==> src/sensor_health_tracker_core_assert.svh <==
// Assertion macros for the sensor health tracker.
// Define ASSERT_OFF to compile the checks out.
`ifndef SENSOR_HEALTH_TRACKER_CORE_ASSERT_SVH
`define SENSOR_HEALTH_TRACKER_CORE_ASSERT_SVH

`ifndef ASSERT_OFF

`define SHT_ASSERT_IMPLY(label, clk, rst_n, ante, cons) \
  label: assert property (@(posedge clk) disable iff (!rst_n) (ante) |-> (cons)) \
    else $error("assertion failed: label");

`define SHT_ASSERT_NEXT(label, clk, rst_n, ante, cons) \
  label: assert property (@(posedge clk) disable iff (!rst_n) (ante) |=> (cons)) \
    else $error("assertion failed: label");

`else

`define SHT_ASSERT_IMPLY(label, clk, rst_n, ante, cons)

`define SHT_ASSERT_NEXT(label, clk, rst_n, ante, cons)

`endif

`endif

==> src/sht_pkg.sv <==
package sht_pkg;

  // health states, encoding is visible on the result ports
  typedef enum logic [2:0] {
    ST_BOOT  = 3'd0,
    ST_PROBE = 3'd1,
    ST_READY = 3'd2,
    ST_TRANS = 3'd3,
    ST_FAULT = 3'd4
  } health_e;

  // operation codes
  localparam logic OP_OBSERVE = 1'b0;
  localparam logic OP_RESTART = 1'b1;

  // config register indexes
  localparam int unsigned CFG_IDX_W = 3;
  localparam logic [CFG_IDX_W-1:0] REG_READY_SUCCESS    = 3'd0;
  localparam logic [CFG_IDX_W-1:0] REG_RUNTIME_FAILURES = 3'd1;
  localparam logic [CFG_IDX_W-1:0] REG_STARTUP_FAILURES = 3'd2;
  localparam logic [CFG_IDX_W-1:0] REG_RUNTIME_GRACE    = 3'd3;
  localparam logic [CFG_IDX_W-1:0] REG_TRANSIENT_GRACE  = 3'd4;
  localparam logic [CFG_IDX_W-1:0] REG_STARTUP_GRACE    = 3'd5;

  // field widths
  localparam int unsigned THRESH_W = 8;
  localparam int unsigned MS_W     = 32;
  localparam int unsigned CFG_W    = 32;

endpackage

==> src/sensor_health_tracker_core.sv <==
// Sensor health tracker. Each input beat is either a restart or an
// observation of a distance sensor (present, link ok, distance valid) with a
// millisecond time stamp; each beat yields exactly one result beat with the
// health state before and after it (booting, probing, ready, transient,
// fault) and a changed flag. The block takes one beat per clock cycle
// sustained while the output is not stalled: a beat lands in an input
// register, the whole state update is done in one pass of logic from there
// into the result register, which drives the output. An output stall holds
// the result register and backs up into the input register, so at most two
// beats are in flight. Run counters saturate at 2^COUNT_WIDTH-1; time is
// kept at TIME_WIDTH bits and a zero time stamp in the start or last-ready
// time means unset. Config registers are written on the cfg channel (always
// ready); the user must write them only while no beat is in flight, the
// block itself does not enforce this. Indexes past the last register are
// dropped.
`include "sensor_health_tracker_core_assert.svh"

module sensor_health_tracker_core
  import sht_pkg::*;
#(
  parameter int unsigned TIME_WIDTH  = 32,
  parameter int unsigned COUNT_WIDTH = 8
) (
  input  logic                 clk_i,
  input  logic                 rst_ni,
  // config write channel
  input  logic                 cfg_valid_i,
  output logic                 cfg_ready_o,
  input  logic [CFG_IDX_W-1:0] cfg_index_i,
  input  logic [CFG_W-1:0]     cfg_data_i,
  // input channel
  input  logic                 in_valid_i,
  output logic                 in_stall_o,
  input  logic                 operation_i,
  input  logic [MS_W-1:0]      now_ms_i,
  input  logic                 sensor_present_i,
  input  logic                 link_ok_i,
  input  logic                 distance_valid_i,
  // result channel
  output logic                 out_valid_o,
  input  logic                 out_stall_i,
  output logic [2:0]           previous_state_o,
  output logic [2:0]           next_state_o,
  output logic                 state_changed_o
);

  // compare widths wide enough for both sides
  localparam int unsigned TCMP_W = (TIME_WIDTH > MS_W) ? TIME_WIDTH : MS_W;
  localparam int unsigned KCMP_W = (COUNT_WIDTH > THRESH_W) ? COUNT_WIDTH : THRESH_W;
  localparam logic [COUNT_WIDTH-1:0] CNT_MAX = {COUNT_WIDTH{1'b1}};
  localparam logic [TIME_WIDTH-1:0]  TIME_MAX = {TIME_WIDTH{1'b1}};

  // ---------------------------------------------------------------------
  // config registers
  // ---------------------------------------------------------------------
  logic [THRESH_W-1:0] ready_success_q;
  logic [THRESH_W-1:0] runtime_failures_q;
  logic [THRESH_W-1:0] startup_failures_q;  // stored only
  logic [MS_W-1:0]     runtime_grace_q;
  logic [MS_W-1:0]     transient_grace_q;   // stored only
  logic [MS_W-1:0]     startup_grace_q;

  logic cfg_we;

  assign cfg_ready_o = 1'b1;
  assign cfg_we      = cfg_valid_i && cfg_ready_o;

  always_ff @(posedge clk_i or negedge rst_ni) begin
    if (!rst_ni) begin
      ready_success_q    <= THRESH_W'(3);
      runtime_failures_q <= THRESH_W'(3);
      startup_failures_q <= THRESH_W'(3);
      runtime_grace_q    <= MS_W'(1000);
      transient_grace_q  <= MS_W'(500);
      startup_grace_q    <= MS_W'(3000);
    end else if (cfg_we) begin
      case (cfg_index_i)
        REG_READY_SUCCESS:    ready_success_q    <= cfg_data_i[THRESH_W-1:0];
        REG_RUNTIME_FAILURES: runtime_failures_q <= cfg_data_i[THRESH_W-1:0];
        REG_STARTUP_FAILURES: startup_failures_q <= cfg_data_i[THRESH_W-1:0];
        REG_RUNTIME_GRACE:    runtime_grace_q    <= cfg_data_i;
        REG_TRANSIENT_GRACE:  transient_grace_q  <= cfg_data_i;
        REG_STARTUP_GRACE:    startup_grace_q    <= cfg_data_i;
        default: ;
      endcase
    end
  end

  // ---------------------------------------------------------------------
  // handshake: input register -> result register
  // ---------------------------------------------------------------------
  logic s1_valid_q, s1_valid_d;
  logic out_valid_q, out_valid_d;
  logic out_free;     // result register can take a new beat
  logic in_accept;
  logic s1_fire;      // input register beat is processed this cycle

  assign out_free   = !out_valid_q || !out_stall_i;
  assign s1_fire    = s1_valid_q && out_free;
  assign in_stall_o = s1_valid_q && !out_free;
  assign in_accept  = in_valid_i && !in_stall_o;

  always_comb begin
    s1_valid_d = s1_valid_q;
    if (in_accept) begin
      s1_valid_d = 1'b1;
    end else if (s1_fire) begin
      s1_valid_d = 1'b0;
    end
    out_valid_d = out_valid_q;
    if (s1_fire) begin
      out_valid_d = 1'b1;
    end else if (out_valid_q && !out_stall_i) begin
      out_valid_d = 1'b0;
    end
  end

  always_ff @(posedge clk_i or negedge rst_ni) begin
    if (!rst_ni) begin
      s1_valid_q  <= 1'b0;
      out_valid_q <= 1'b0;
    end else begin
      s1_valid_q  <= s1_valid_d;
      out_valid_q <= out_valid_d;
    end
  end

  assign out_valid_o = out_valid_q;

  // input payload register
  logic            s1_op_q;
  logic [MS_W-1:0] s1_now_q;
  logic            s1_present_q;
  logic            s1_good_q;

  always_ff @(posedge clk_i) begin
    if (in_accept) begin
      s1_op_q      <= operation_i;
      s1_now_q     <= now_ms_i;
      s1_present_q <= sensor_present_i;
      s1_good_q    <= link_ok_i && distance_valid_i;
    end
  end

  // ---------------------------------------------------------------------
  // tracker state
  // ---------------------------------------------------------------------
  health_e                state_q, state_d;
  logic [TIME_WIDTH-1:0]  start_q, start_d;
  logic [TIME_WIDTH-1:0]  last_ready_q, last_ready_d;
  logic [COUNT_WIDTH-1:0] succ_q, succ_d;
  logic [COUNT_WIDTH-1:0] fail_q, fail_d;
  logic                   ever_q, ever_d;

  logic [TIME_WIDTH-1:0]  now_t;
  logic [TIME_WIDTH-1:0]  start_eff;   // start time after unset fill
  logic [COUNT_WIDTH-1:0] succ_inc, fail_inc;
  logic [TIME_WIDTH-1:0]  age, since;
  logic                   ready_hit, startup_ok, runtime_fault;

  assign now_t     = TIME_WIDTH'(s1_now_q);
  assign start_eff = (start_q == '0) ? now_t : start_q;
  assign succ_inc  = (succ_q == CNT_MAX) ? CNT_MAX : succ_q + 1'b1;
  assign fail_inc  = (fail_q == CNT_MAX) ? CNT_MAX : fail_q + 1'b1;

  // time going backwards counts as zero age
  assign age   = (now_t >= start_eff) ? now_t - start_eff : '0;
  // unset or backwards last-ready time reads as "long ago"
  assign since = (last_ready_q != '0 && now_t >= last_ready_q) ?
                 now_t - last_ready_q : TIME_MAX;

  assign ready_hit     = KCMP_W'(succ_inc) >= KCMP_W'(ready_success_q);
  assign startup_ok    = TCMP_W'(age) < TCMP_W'(startup_grace_q);
  assign runtime_fault = (KCMP_W'(fail_inc) >= KCMP_W'(runtime_failures_q)) &&
                         (TCMP_W'(since) >= TCMP_W'(runtime_grace_q));

  always_comb begin
    state_d      = state_q;
    start_d      = start_q;
    last_ready_d = last_ready_q;
    succ_d       = succ_q;
    fail_d       = fail_q;
    ever_d       = ever_q;
    if (s1_op_q == OP_RESTART) begin
      state_d      = s1_present_q ? ST_BOOT : ST_FAULT;
      start_d      = now_t;
      last_ready_d = '0;
      succ_d       = '0;
      fail_d       = '0;
      ever_d       = 1'b0;
    end else if (!s1_present_q) begin
      // sensor gone: last-ready time survives
      state_d = ST_FAULT;
      start_d = now_t;
      succ_d  = '0;
      fail_d  = '0;
      ever_d  = 1'b0;
    end else begin
      start_d = start_eff;
      if (s1_good_q) begin
        succ_d = succ_inc;
        fail_d = '0;
        if (ready_hit) begin
          state_d      = ST_READY;
          ever_d       = 1'b1;
          last_ready_d = now_t;
        end else if (!ever_q) begin
          state_d = ST_PROBE;
        end
      end else begin
        succ_d = '0;
        fail_d = fail_inc;
        if (!ever_q) begin
          state_d = startup_ok ? ST_PROBE : ST_FAULT;
        end else if (runtime_fault) begin
          state_d = ST_FAULT;
        end else begin
          state_d = ST_TRANS;
        end
      end
    end
  end

  always_ff @(posedge clk_i or negedge rst_ni) begin
    if (!rst_ni) begin
      state_q      <= ST_BOOT;
      start_q      <= '0;
      last_ready_q <= '0;
      succ_q       <= '0;
      fail_q       <= '0;
      ever_q       <= 1'b0;
    end else if (s1_fire) begin
      state_q      <= state_d;
      start_q      <= start_d;
      last_ready_q <= last_ready_d;
      succ_q       <= succ_d;
      fail_q       <= fail_d;
      ever_q       <= ever_d;
    end
  end

  // result register
  logic [2:0] prev_q, next_q;
  logic       changed_q;

  always_ff @(posedge clk_i) begin
    if (s1_fire) begin
      prev_q    <= state_q;
      next_q    <= state_d;
      changed_q <= (state_d != state_q);
    end
  end

  assign previous_state_o = prev_q;
  assign next_state_o     = next_q;
  assign state_changed_o  = changed_q;

  // ---------------------------------------------------------------------
  // checks
  // ---------------------------------------------------------------------
  // stall is only raised while the input register holds a beat
  `SHT_ASSERT_IMPLY(a_stall_has_beat, clk_i, rst_ni, in_stall_o, s1_valid_q)
  // a processed beat shows up next cycle carrying the state it started from
  `SHT_ASSERT_NEXT(a_result_prev, clk_i, rst_ni, s1_fire,
                   out_valid_o && (previous_state_o == 3'($past(state_q))))
  // while the ever-ready flag is set (cleared by restart or sensor loss), the state is neither boot nor probe
  `SHT_ASSERT_IMPLY(a_ever_ready_state, clk_i, rst_ni, ever_q,
                    (state_q != ST_BOOT) && (state_q != ST_PROBE))

endmodule

==> config.mk <==
export PLATFORM = sky130hd
export DESIGN_NAME = sensor_health_tracker_core
export DESIGN_NICKNAME = d
export VERILOG_FILES = /design/src/sht_pkg.sv /design/src/sensor_health_tracker_core.sv
export VERILOG_INCLUDE_DIRS = /design/src /design/src/src
export SDC_FILE = /design/constraint.sdc
export NUM_CORES = 1
export LEC_CHECK = 0
export BUFFER_PORTS_ARGS = -buffer_cell sky130_fd_sc_hd__buf_2
export CAP_MARGIN = 30
export CORE_ASPECT_RATIO = 1.75
export CORE_UTILIZATION = 30
export CTS_CLUSTER_SIZE = 12
export DETAILED_ROUTE_END_ITERATION = 10
export PLACE_DENSITY = 0.49
export SLEW_MARGIN = 20
export SYNTH_ARGS = -nofsm -noshare
export SYNTH_HDL_FRONTEND = slang
export SYNTH_SLANG_ARGS = --single-unit
==> constraint.sdc <==
create_clock -name clk_i -period 6.5 [get_ports clk_i]
set_input_delay 0.975 -clock clk_i [delete_from_list [all_inputs] [get_ports clk_i]]
set_output_delay 0.975 -clock clk_i [all_outputs]
set_load 0.02 [all_outputs]
==> key figures, run 1 <==
Synth
  • Count leader, synth: dfrtp_1
  • Syn Area/Cell: 9.45 um2
  • Ys flop type: dfrtp_1
  • Post-synthesis sequential area ratio: 39.0%
  • Synth unique cells: 77
  • Area contributors post-synth: dfrtp_1 27%, ha_1 13%, edfxtp_1 9.1%, mux2_2 6.2%, nand2_1 3.9%
  • Mapped Area: 0.0139 mm2
  • Synth area leader: dfrtp_1
  • Mapped Cells: 1,473
  • FF+latch count, synth: 208
  • Top cell type's share of synthesized area: 26.8%
  • Syn_nets: 1,695
  • Asr flop ratio synth: 79.8%
  • Post-synth EDFFs: 42
  • Synth warn: 0
  • Post-synth top cells: 149 x dfrtp_1, 146 x nand2_1, 144 x ha_1

Worst setup path
  • Crit path max fanout: 9
  • Crit path required time: 6.91 ns
  • Setup CP Type: reg2reg
  • Critical path endpoint category: register
  • CP Launch Type: register
  • Worst Path Arrival: 6.60 ns

Run
  • Max-cap violations: 0

Layout
  • Final instance area: 0.0165 mm2
  • Synthesis-to-layout area growth: 18.7%
  • Nets: 1,843
  • FILL cells: 4,705
  • Fin util: 36.0%
  • Antenna cells: 0
  • Layout cells sized above 1: 20.1%

Run status
  • Status: completed

Power
  • Leak: 7.44 nW
  • Power per cell area: 301 mW/mm2
  • Total power draw: 4.98 mW
  • Worst vdd ir: 0.000181 V

Floorplan
  • Die area: 0.0473 mm2
  • Die Ht: 287 um
  • Initial core utilization: 30.3%
  • I/O pins: 86
  • Std-Cell Rows: 104
  • Die span in x: 165 um
  • Core Region: 0.0459 mm2

Global routing
  • Initial antenna violation count: 0
  • Largest net degree at the start of global routing: 84
  • Total track usage: 19.0%
  • GRT Residual Overflow: 0
  • Vias in the first global route: 11,900
  • First-pass GRT wire length: 67,900 um

Timing
  • Clock Skew: 0.0158 ns
  • Final min period: 6.19 ns
  • Max_slew headroom: 38.2%
  • Final Cycle Share: 95.2%
  • RSZ-0062 raised after global routing: no
  • Setup TNS: 0 ns
  • Slew at the pin closest to its max-slew limit: 0.926 ns
  • Fmax: 162 MHz
  • Final Max Tran Viols: 0
  • Final Hold Fails: 0
  • Final setup violating endpoints: 0
  • Fin worst setup slack: 0.309 ns

Clock tree
  • Worst-path clk slew: 0.06 ns
  • CTS H-tree depth: 1
  • CTS tree: yes
  • CTS Buf Count: 24
  • Clock latency on the worst-skew pair: 0.55 ns
  • Sink Count: 208
  • Max Root-Sink Buffers: 3
  • CTS Root Cell: clkbuf_16

Routing
  • Final wirelength: 43,800 um
  • Vias: 11,300
  • DR iter-0 viols: 540
  • # DRC: 0
  • DR vias/cell: 5.10
  • Detailed-router iteration count before antenna repair: 5
  • Final ANT Viol Nets: 0
  • Post-DR wirelength/cell: 19.7 um

Placed design
  • Final HPWL from detailed placement: 35,400 um
  • Dpl cell area: 0.0156 mm2
  • GPL Wtd Cong: 0.921
  • Port Buf Inserts: 84
  • Setup WS pre-CTS: 0.161 ns

Min path
  • HP Class: in2async
kinds of logic after synthesis:
kind of cell / Yosys count / synth area share (%)
buf+inv: 170 / 4.65
other cells: 1 / 0.0269
xor+xnor: 51 / 3.21
compound gates: 397 / 18.9
simple gates: 421 / 14.5
fa+ha+maj: 146 / 13.2
flops: 208 / 39.0
mux: 79 / 6.37
flip-flops by register name, indices dropped and copies added (netlist names):
name                cells
ever_q                  1
fail_q                  8
last_ready_q           32
next_state_o            3
now_t                  32
out_valid_o             1
previous_state_o        3
ready_success_q         8
runtime_failures_q      8
runtime_grace_q        32
s1_good_q               1
s1_op_q                 1
s1_present_q            1
s1_valid_q              1
start_q                32
startup_grace_q        32
state_changed_o         1
state_q                 3
succ_q                  8
per-stage QoR:
step	hold WS (ns)	instances
floorplan	0.457	1473
global placement	0.473	2175
detailed placement	0.479	2177
CTS	0.496	2221
global route	0.514	2222
finish	0.453	2222
layer usage:
| layer | wire (um) | vias to the layer above | GRT usage [%] |
|---|---|---|---|
| met4 | 2330 | 0 | 10.1 |
| met3 | 1290 | 83 | 1.75 |
| met2 | 23500 | 209 | 35.8 |
| met1 | 16700 | 5417 | 20.5 |
| li1 | - | 5620 | - |
| met5 | 0 | - | 0 |
where the power goes:
group	internal, mW	switching, mW	total [mW]	leakage (nW)
clock network	0.945	0.578	1.52	0.431
logic	0.772	1.01	1.78	4.55
registers	1.54	0.136	1.67	2.46
final timing paths:
| kind | slack, ns | startpoint | depth (start not counted) | endpoint |
|---|---|---|---|---|
| worst min-delay path | 0.45 | rst_ni | 1 | out_valid_o$_DFFE_PN0P_ |
| worst max register to register | 0.31 | start_q[16]$_DFFE_PN0P_ | 26 | state_changed_o$_DFFE_PP_ |
| worst min register to register | 0.49 | s1_valid_q$_DFFE_PN0P_ | 1 | out_valid_o$_DFFE_PN0P_ |
| min in group clk_i | 0.49 | s1_valid_q$_DFFE_PN0P_ | 1 | out_valid_o$_DFFE_PN0P_ |
| max in group asynchronous | 4.82 | rst_ni | 2 | runtime_failures_q[2]$_DFFE_PN0P_ |
| worst max-delay path | 0.31 | start_q[16]$_DFFE_PN0P_ | 26 | state_changed_o$_DFFE_PP_ |
critical path, cell delays in order (launching register included):
cell and delay (ns):
dfrtp_1 0.40, nor4_1 0.42, nand4_1 0.21, buf_4 0.22
nor2_2 0.10, buf_4 0.16, buf_4 0.17, a21oi_1 0.09
ha_1 0.30, a21o_1 0.18, a211o_1 0.33, or3_1 0.32
o221a_2 0.30, o21ai_2 0.25, o21ai_2 0.14, o31ai_2 0.21
mux2_2 0.37, ha_1 0.29, nand4_1 0.15, nor4_1 0.07
buf_4 0.14, nand2_1 0.05, o21ai_0 0.12, a2111oi_4 0.41
o311ai_4 0.20, o32a_1 0.36, nand4b_1 0.09
area by class of cell:
cell class	count	area, um2	share of cell area, %
multi-input cells	1095	7920	47.9
flip-flops and latches	208	5440	32.9
repair buffers	166	1090	6.62
clock buffers	37	743	4.49
well taps	583	729	4.41
inverters	126	473	2.86
clock inverters	7	136	0.825
cell usage in the layout, fill, tap and decap left out, types with 9 or more instances in the layout:
master     instances
a21oi_1           98
nand3_1           37
and2_1             9
a22o_1            46
o21a_1            16
xor2_1            21
o21ai_0           86
nand2b_1          20
a21o_1            37
nor2_1            85
dfstp_2           17
o211ai_1          10
o21ai_1           11
nand2_1          146
nand4_1           21
and3_1            13
clkbuf_16         27
nor3_1            14
a31oi_1           12
buf_2             83
buf_4             78
inv_1            125
nor2b_1           17
edfxtp_1          42
xnor2_1           30
nor4_1            21
dfrtp_1          149
a211oi_1           9
ha_1             144
mux2_2            77
timing repair:
item,4_1_cts,5_1_grt
hold buffers,0,0
endpoints found under the setup margin,0,5
gates resized for setup,0,8
buffers inserted,0,0
(Power assumes the default switching activity.)
==> run 2: changes to the inputs <==
Settings changed: RECOVER_POWER set to 25.
==> run 2 against run 1 <==
The run now ends with capacitance limit, slew limit left. Largest cell class unchanged. Combinational power hardly changed. Design area hardly changed. Clock power hardly changed. Final cell count stayed put.
==> key figures, run 2 (synthesized netlist as in run 1, its figures left out) <==
Layout
  • Layout cells sized above 1: 20.0%
  • FILL cells: 4,706
  • Antenna cells: 0
  • Most common cell after layout, fill and taps aside: dfrtp_1
  • Most frequent cells in the layout: 149 x dfrtp_1, 146 x nand2_1, 144 x ha_1
  • Nets: 1,843
  • Synthesis-to-layout area growth: 18.7%
  • Fin util: 36.0%

Power
  • Leak: 7.43 nW
  • Worst vdd ir: 0.000181 V
  • Power per cell area: 302 mW/mm2

Routing
  • DR iter-0 viols: 536
  • DR vias/cell: 5.09
  • # DRC: 0
  • Vias: 11,300
  • Final wirelength: 43,800 um
  • Post-DR wirelength/cell: 19.7 um
  • Detailed-router iteration count before antenna repair: 5
  • Final ANT Viol Nets: 0

Worst setup path
  • CP Launch Type: register
  • Critical path endpoint category: register
  • R2r setup slk: 0.32 ns
  • Crit path required time: 6.91 ns
  • Worst path most repeated cell: buf_4
  • Max incr delay on CP: 0.41 ns
  • CP Buf/Inv Count: 4
  • Slowest-stage cell, CP: nor4_1
  • CP delay by family, top: compound AO/OA/AOI/OAI gates
  • Worst Path Arrival: 6.58 ns
  • Crit path max fanout: 9
  • Setup CP Type: reg2reg

Global routing
  • Largest net degree at the start of global routing: 84
  • First-pass GRT wire length: 67,900 um
  • Total track usage: 19.0%
  • Vias in the first global route: 11,900
  • Initial antenna violation count: 0
  • GRT Residual Overflow: 0

Floorplan
  • Die area: 0.0473 mm2
  • I/O pins: 86
  • Die Ht: 287 um
  • Std-Cell Rows: 104
  • Die span in x: 165 um
  • Initial core utilization: 30.3%
  • Core Region: 0.0459 mm2

Timing
  • Clock Skew: 0.0155 ns
  • RSZ-0062 raised after global routing: no
  • Final min period: 6.18 ns
  • Slew at the pin closest to its max-slew limit: 4.91 ns
  • Final Max Tran Viols: 84
  • Final Hold Fails: 0
  • Setup TNS: 0 ns
  • Max_slew headroom: -227%
  • Final Cycle Share: 95.0%
  • Hold_ws: 0.495 ns
  • Fmax: 162 MHz
  • Final setup violating endpoints: 0

Placed design
  • Final HPWL from detailed placement: 35,400 um
  • Port Buf Inserts: 84
  • GPL Wtd Cong: 0.921

Clock tree
  • CTS Root Cell: clkbuf_16
  • Sink Count: 208
  • CTS H-tree depth: 1
  • CTS Buf Count: 24
  • CTS tree: yes
  • Max Root-Sink Buffers: 3
  • Worst-path clk slew: 0.06 ns
  • Clock latency on the worst-skew pair: 0.55 ns
  • Hold Buf Count CTS: 0

Min path
  • HP Class: reg2reg

Run status
  • Failing checks: capacitance limit, slew limit
  • Status: finished with violations

Run
  • Max-cap violations: 1
## run 2: changes by cell type in the layout (fill, tap and decap cells not counted), sizes merged
cell	previous run	this run
buf	166	164
clkbuf	37	39
## run 2: through the flow
stage / setup slack (ns) / power [mW] / instance area (um2) / cells
after global routing: 0.00171 / 5.32 / 16500 / 2222
after detailed placement: 0.161 / 3.47 / 15600 / 2177
final: 0.323 / 4.98 / 16500 / 2222
after global placement: 0.220 / 3.45 / 15500 / 2175
after CTS: 0.123 / 5.04 / 16500 / 2221
after floorplan: 0.715 / 2.81 / 13900 / 1473
## run 2: worst paths after layout
check	startpoint	endpoint	cells after the start
worst max-delay path	start_q[16]$_DFFE_PN0P_	state_changed_o$_DFFE_PP_	26
worst min-delay path	s1_valid_q$_DFFE_PN0P_	out_valid_o$_DFFE_PN0P_	1
worst max register to register	start_q[16]$_DFFE_PN0P_	state_changed_o$_DFFE_PP_	26
worst min register to register	s1_valid_q$_DFFE_PN0P_	out_valid_o$_DFFE_PN0P_	1
max in group asynchronous	rst_ni	start_q[8]$_DFFE_PN0P_	1
min in group asynchronous	rst_ni	out_valid_o$_DFFE_PN0P_	1
## run 2: area by class of cell
class	count	area, um2	share of cell area [%]
sequential	208	5440	32.9
timing repair buffer	166	1090	6.57
inverter	126	473	2.86
clock inverter	7	136	0.825
tap	583	729	4.41
clock buffer	37	743	4.50
multi-input combinational	1095	7920	47.9
## run 2: layer usage
| metal | global-route usage [%] | up-vias | part of all wire (%) |
|---|---|---|---|
| met5 | 0 | - | 0 |
| li1 | - | 5624 | - |
| met2 | 35.8 | 209 | 54 |
| met4 | 10.1 | 0 | 5.3 |
| met3 | 1.75 | 80 | 3.0 |
| met1 | 20.5 | 5406 | 38 |
## run 2: power breakdown
| part | total (mW) | internal, mW | switching (mW) |
|---|---|---|---|
| sequential | 1.67 | 1.54 | 0.137 |
| clock | 1.52 | 0.945 | 0.578 |
| combinational | 1.79 | 0.772 | 1.01 |
## run 2: what timing repair did
item | 4_1_cts | 5_1_grt
resized for setup | 0 | 8
endpoints found under the setup margin | 0 | 5
buffers inserted | 0 | 0
